===== config.mk =====
export PLATFORM = sky130hd
export DESIGN_NAME = mos_queue
export DESIGN_NICKNAME = d
export VERILOG_FILES = /design/src/hdl/mos_pkg.sv /design/src/hdl/mos_queue.sv
export VERILOG_INCLUDE_DIRS = /design/src /design/src/hdl
export SDC_FILE = /design/constraint.sdc
export NUM_CORES = 1
export LEC_CHECK = 0
export BUFFER_PORTS_ARGS = -buffer_cell sky130_fd_sc_hd__buf_2
export CAP_MARGIN = 20
export CORE_ASPECT_RATIO = 1.5
export CORE_MARGIN = 4
export CORE_UTILIZATION = 50
export DETAILED_ROUTE_END_ITERATION = 6
export PLACE_DENSITY = 0.71
export RECOVER_POWER = 50
export SLEW_MARGIN = 0
export SYNTH_ARGS = -nofsm -noshare
export SYNTH_HDL_FRONTEND = slang
export SYNTH_SLANG_ARGS = --single-unit

===== constraint.sdc =====
create_clock -name clk -period 5.3 [get_ports clk]
set_clock_uncertainty 0.2 [all_clocks]
set_input_delay 0.53 -clock clk [delete_from_list [all_inputs] [get_ports clk]]
set_output_delay 0.53 -clock clk [all_outputs]
set_load 0.02 [all_outputs]

===== src/hdl/morton_order_sorter_defines.svh =====
// Assertion macros for the Morton order sorter.
// Included by the modules that carry assertions; needs clk and rst_n in scope.
`ifndef MORTON_ORDER_SORTER_DEFINES_SVH
`define MORTON_ORDER_SORTER_DEFINES_SVH
`ifndef ASSERT_OFF
`define MOS_ASSERT(label, prop, msg) \
    label: assert property (@(posedge clk) disable iff (!rst_n) (prop)) else $error(msg);
`define MOS_ASSERT_NEXT(label, pre, post, msg) \
    label: assert property (@(posedge clk) disable iff (!rst_n) (pre) |=> (post)) \
        else $error(msg);
`else
`define MOS_ASSERT(label, prop, msg)
`define MOS_ASSERT_NEXT(label, pre, post, msg)
`endif
`endif


===== src/hdl/mos_pkg.sv =====
// Shared types, codes and helpers for the Morton order sorter.
// No dependencies.
package mos_pkg;

    localparam int MAX_PARTICLES_DEF = 256;
    localparam int GRID_BITS_DEF     = 32;
    localparam int QUEUE_DEPTH       = 4;
    localparam int CFG_IDX_W         = 4;
    localparam int CFG_DATA_W        = 48;

    localparam logic OP_LOAD  = 1'b0;
    localparam logic OP_FETCH = 1'b1;

    localparam logic [1:0] ST_OK    = 2'd0;
    localparam logic [1:0] ST_FULL  = 2'd1;
    localparam logic [1:0] ST_EMPTY = 2'd2;

    localparam logic [CFG_IDX_W-1:0] CFG_LEFT_BOUND   = 4'd0;
    localparam logic [CFG_IDX_W-1:0] CFG_BOTTOM_BOUND = 4'd1;
    localparam logic [CFG_IDX_W-1:0] CFG_X_SCALE      = 4'd2;
    localparam logic [CFG_IDX_W-1:0] CFG_Y_SCALE      = 4'd3;

    typedef struct packed {
        logic [31:0] left_bound;
        logic [31:0] bottom_bound;
        logic [47:0] x_scale;
        logic [47:0] y_scale;
    } mos_cfg_t;

    // word handed from front to back
    typedef struct packed {
        logic        op;
        logic [63:0] code;
    } mos_item_t;

    // one stored entry
    typedef struct packed {
        logic [63:0] code;
        logic [7:0]  idx;
    } mos_entry_t;

    // x on even bits, y on odd bits
    function automatic logic [63:0] interleave(input logic [31:0] gx, input logic [31:0] gy);
        logic [63:0] code;
        code = '0;
        for (int i = 0; i < 32; i++) begin
            code[2*i]   = gx[i];
            code[2*i+1] = gy[i];
        end
        return code;
    endfunction

endpackage


===== src/hdl/mos_queue.sv =====
// Short word queue between front and back ends.
// Depends on mos_pkg and the assertion macro header.
`include "morton_order_sorter_defines.svh"
module mos_queue (
    input  logic               clk,
    input  logic               rst_n,
    input  logic               push_valid,
    output logic               push_ready,
    input  mos_pkg::mos_item_t push_item,
    output logic               pop_valid,
    input  logic               pop,
    output mos_pkg::mos_item_t pop_item
);
    import mos_pkg::*;

    localparam int QAW = $clog2(QUEUE_DEPTH);
    localparam int QCW = $clog2(QUEUE_DEPTH + 1);

    mos_item_t          mem_reg [QUEUE_DEPTH];
    logic [QAW-1:0]     head_reg, head_next, tail_reg, tail_next;
    logic [QCW-1:0]     count_reg, count_next;
    logic               do_push, do_pop;

    assign push_ready = count_reg != QCW'(QUEUE_DEPTH);
    assign pop_valid  = count_reg != '0;
    assign pop_item   = mem_reg[head_reg];
    assign do_push    = push_valid && push_ready;
    assign do_pop     = pop && pop_valid;

    always_comb
    begin
        head_next  = do_pop  ? QAW'(head_reg + 1'b1) : head_reg;
        tail_next  = do_push ? QAW'(tail_reg + 1'b1) : tail_reg;
        count_next = count_reg + QCW'(do_push) - QCW'(do_pop);
    end

    always_ff @(posedge clk or negedge rst_n)
    begin
        if (!rst_n)
        begin
            head_reg  <= '0;
            tail_reg  <= '0;
            count_reg <= '0;
        end
        else
        begin
            head_reg  <= head_next;
            tail_reg  <= tail_next;
            count_reg <= count_next;
        end
    end

    always_ff @(posedge clk)
    begin
        if (do_push)
        begin
            mem_reg[tail_reg] <= push_item;
        end
    end

    `MOS_ASSERT(a_q_count, count_reg <= QCW'(QUEUE_DEPTH), "queue count over depth")
    `MOS_ASSERT(a_q_ptrs, (count_reg == '0 || count_reg == QCW'(QUEUE_DEPTH)) || (head_reg != tail_reg), "queue pointers disagree with count")

endmodule


# Yosys cells after proc, flatten, opt, wreduce, memory -nomap -nowiden
# Memories as Yosys holds them, arrays and structs flattened.
# Cells that the tools add are included.
[classes] n_addsub=4 n_mux=2 reduce_logical=3 eq_ne=1
[ops] cell="adder 2 x 1 -> 2 bit, second input constant" n=2
[ops] cell="adder 3 x 1 -> 3 bit" n=1
[ops] cell="!= test 3 bit, second input constant" n=1
[ops] cell="nonzero test 3 bit" n=1
[ops] cell="subtractor 3 x 1 -> 3 bit" n=1
[ops] cell="logical AND 1 bit" n=2
[ops] cell="2-to-1 mux 1 bit" n=2
[word_totals] elab_cells=14 mem_bits_rw=260 inputBits=69 out_inout_bits=67 register_bits=7 memories=1
[memory_table] name="mem_reg" depth=4 word_bits=65 rd=1 rd_ports_with_merged_regs=0 write_ports=1 line_no="mos_queue.sv:19" text="mos_item_t mem_reg [QUEUE_DEPTH];"

# Depth between registers and ports, before layout
[logic_depth] ltp_word=4 depth_mapped=9 mapped_depth_nobuf=9

# Worst setup path after synthesis
# No wires, ideal clock.
[synth_path] path_type="register -> register" startpoint="register count_reg[2]" endpoint="memory mem_reg[0][0] (netlist bit) (enable)" t_required_ns=4.670 n_path_buf=0 setup_ns=0.430 period_less_slack_ns=2.902 stages_incl_launch_ff=3 t_arrival_ns=2.271 slack_ns=2.398 path_cell_list="dfrtp_1 -> nor3b_1 -> and3b_1"
[synth_between] elab_chain_len=4
[synth_rtl] element="start: declaration" line_no="mos_queue.sv:21" text="logic [QCW-1:0] count_reg, count_next;"
[synth_rtl] element="start signal: assignment" line_no="mos_queue.sv:49" text="count_reg <= count_next;"
[synth_rtl] element="!= test 3 bit" line_no="mos_queue.sv:24" text="assign push_ready = count_reg != QCW'(QUEUE_DEPTH);"
[synth_rtl] element="logical AND 1 bit" line_no="mos_queue.sv:27" text="assign do_push = push_valid && push_ready;"
[synth_rtl] element="2-to-1 mux 1 bit" line_no="mos_queue.sv:55" text="if (do_push)"
[synth_rtl] element="2-to-1 mux 1 bit (not written as such)" line_no="mos_queue.sv:57" text="mem_reg[tail_reg] <= push_item;"
[synth_rtl] element="end: declaration" line_no="mos_queue.sv:19"
# No other way between the ends.

# Worst setup path after layout
[layout_path] startpoint="register count_reg[2]" endpoint="memory mem_reg[3][60] (netlist bit) (enable)"
# Same word-level chain as after synthesis.

==> metrics.txt <==
pin count of the biggest net entering global routing=67; clock sinks=around 270; cells after synthesis=roughly 380; gpl congestion=~0.75; CTS tree=yes; DR vias/cell=~5.5; total gr overflow=0; Syn Area/Cell=roughly 26 um^2; cell row count=between 60 and 70; # port buffers=around 140; worst path bufs/invs=1; first-pass GRT wire length=27300 um; Register Area=roughly 8000 um^2; crit path max fanout=40; reg2reg start=count_reg[2]; Max Clk Rate=319 MHz; switching part of the total=between 30% and 40%; Worst Max-Slew Pin Slew=1370 ps; slowest CP cell=and3b_1; # resized after CTS=0; CP max stage delay=1170 ps; RSZ-0062 raised after global routing=false; final instance area=~12000 um^2; Stages on worst setup path=3; CTS buffer count=23; GRT Total Usage=16.2%; CTS Buffer Depth=3; Worst Path Required=between 5000 and 6000 ps; Netlist Area Pre-Place=just under 10000 um^2; first-pass iteration count of the detailed router=5; Worst-Skew Late Latency=around 500 ps; DR iter-0 viols=around 230; Cell variety after synth=22; cell family with most CP delay=simple AND/OR/NAND/NOR gates; CP startpoint=count_reg[2]; post-CTS setup buffers=0; worst vdd ir=between 0.3 and 0.4 mV; Net Sw Power=around 2.1 mW; Relative slew margins=around 8.3%; setup_tns=0 ps; DR WL/cell=between 20 and 25 um; Die X=123 um; max reg flops=between 200 and 300; utilization after layout=slightly below 60%; drt total wl=around 17000 um; Tmin final=between 3000 and 4000 ps; H-tree levels=1; yosys warns=0; Hold Fails Final Rpt=0; cell breakdown of the critical path=nor3b_1 -> and3b_1 -> buf_4; Logic pwr share=between 20% and 30%; synth top area cells=edfxtp_1, mux4_2, dfrtp_1; Crit. End Element=flip-flop; HPWL after DPL=roughly 11000 um; reg2reg setup slack=2160 ps; Root Buffer=clkbuf_16; flop and latch count out of synthesis=267; P per Cell Area=slightly below 600 nW/um^2; CTS clock-pin slew for the worst setup and hold paths=approximately 70 ps; io pins=136; CP Launch Type=flip-flop; Seq/Total Area, Yosys=80.8%; Leakage=~3.8 nW; chip height=approximately 180 um; Worst R2R End=mem_reg[3][60]; maxcap violations=0; Die ar.=about 22000 um^2; Synth top area share=79.0%; DP Area=10800 um^2; final setup violation count=0; Tot Pwr=6.74 mW; initial antenna violation count=2; R2R cell count=3; drc violations=0; post-cts hold buffer count=1; Hold WC Path Type=input pin to flip-flop; Fillers=~1400; share of cells above drive strength 1=approximately a third; CP Capture Point=mem_reg[3][60]; Clock power frac=between 20 and 30%; crit path kind=flip-flop to flip-flop; Internal=4.69 mW; Worst Path Arrival=between 3000 and 4000 ps; Tcrit/Tclk final=between 50% and 60%; core box area=between 15000 and 20000 um^2; area taken by multi-input logic gates=around 1700 um^2; status=finished clean; Syn Nets=457; antenna viol nets, final=0; vias in the first global route=~4800; P&R area growth vs syn=16.5%; final slew viol count=0; initial cell density of the core=roughly 51%; antenna cell count=0; NumNets Final=about 610; total number of vias=between 4000 and 5000; Reg power frac=~45%; Synth area leader=edfxtp_1
==> power groups by stage <==
stage | registers (mW) | logic [mW] | clock network [mW]
2_1_floorplan | 2.92 | 1.59 | 0
3_3_place_gp | 3.16 | 1.90 | 0
3_5_place_dp | 3.19 | 1.92 | 0
4_1_cts | 3.15 | 1.93 | 1.77
5_1_grt | 3.10 | 2.12 | 1.86
6_report | 3.05 | 1.96 | 1.73
==> Yosys cell counts <==
cell type and number:
clkbuf_1 2, nand2b_1 4, buf_12 4, nand4bb_1 2, nor3b_1 1, xor2_1 1
ha_1 6, and3b_1 4, o311ai_0 1, buf_2 5, xnor2_1 3, o211ai_1 2
nand2_1 1, buf_6 1, o31a_1 1, edfxtp_1 260, inv_1 6, dfrtp_1 7
or3_1 1, buf_4 3, mux4_2 65, fa_1 1
==> cell type report <==
class                           count  share of cell area (%)
Inverter                            6                   0.196
Tap cell                          256                    2.78
Clock buffer                       25                    5.06
Clock inverter                     16                    1.75
Timing Repair Buffer              142                    5.80
Multi-Input combinational cell     93                    15.0
Sequential cell                   267                    69.4
==> kinds of logic (layout without fill, tap and decap cells) <==
logic type / after synthesis / after routing / share of synthesized area [%]
xor+xnor: 4 / 4 / 0.355
fa+ha+maj: 7 / 7 / 0.963
buf+inv: 21 / 189 / 1.71
mux: 65 / 65 / 14.8
flops: 267 / 267 / 80.8
compound gates: 4 / 4 / 0.329
simple gates: 13 / 13 / 1.01
==> cells in the final DEF, fill, tap and decap left out, drive strengths merged <==
cell	Yosys	final
buf	13	75
o31a	1	1
clkinv	0	10
o311ai	1	1
nand4bb	2	2
dlygate4sd3	0	1
ha	6	6
nor3b	1	1
fa	1	1
xnor2	3	3
o211ai	2	2
nand2b	4	4
clkbuf	2	91
mux4	65	65
dfrtp	7	7
and3b	4	4
or3	1	1
inv	6	7
bufinv	0	5
xor2	1	1
edfxtp	260	260
nand2	1	1
==> worst min path at each step <==
stage                   from  cells past startpoint              to
6_report       push_item[27]                      1  mem_reg[3][27]
5_1_grt        push_item[21]                      1  mem_reg[2][21]
4_1_cts         push_item[4]                      1   mem_reg[1][4]
3_5_place_dp           rst_n                      1     tail_reg[1]
3_3_place_gp           rst_n                      1     tail_reg[1]
2_1_floorplan          rst_n                      0    count_reg[0]
==> per-layer routing <==
layer | track usage [%] | routed length (um)
met4 | 5.52 | 481
met2 | 28.4 | 9620
met3 | 2.86 | 1040
met5 | 0 | 27
met1 | 20.2 | 6250
==> per-stage QoR <==
stage	worst slack (ps)	hold slack [ps]	cells
3_5_place_dp	2160	173	762
5_1_grt	1930	93.7	805
6_report	2160	96.3	805
2_1_floorplan	2400	34.4	381
3_3_place_gp	2200	166	762
4_1_cts	1610	23.6	804
(Power assumes the default switching activity.)
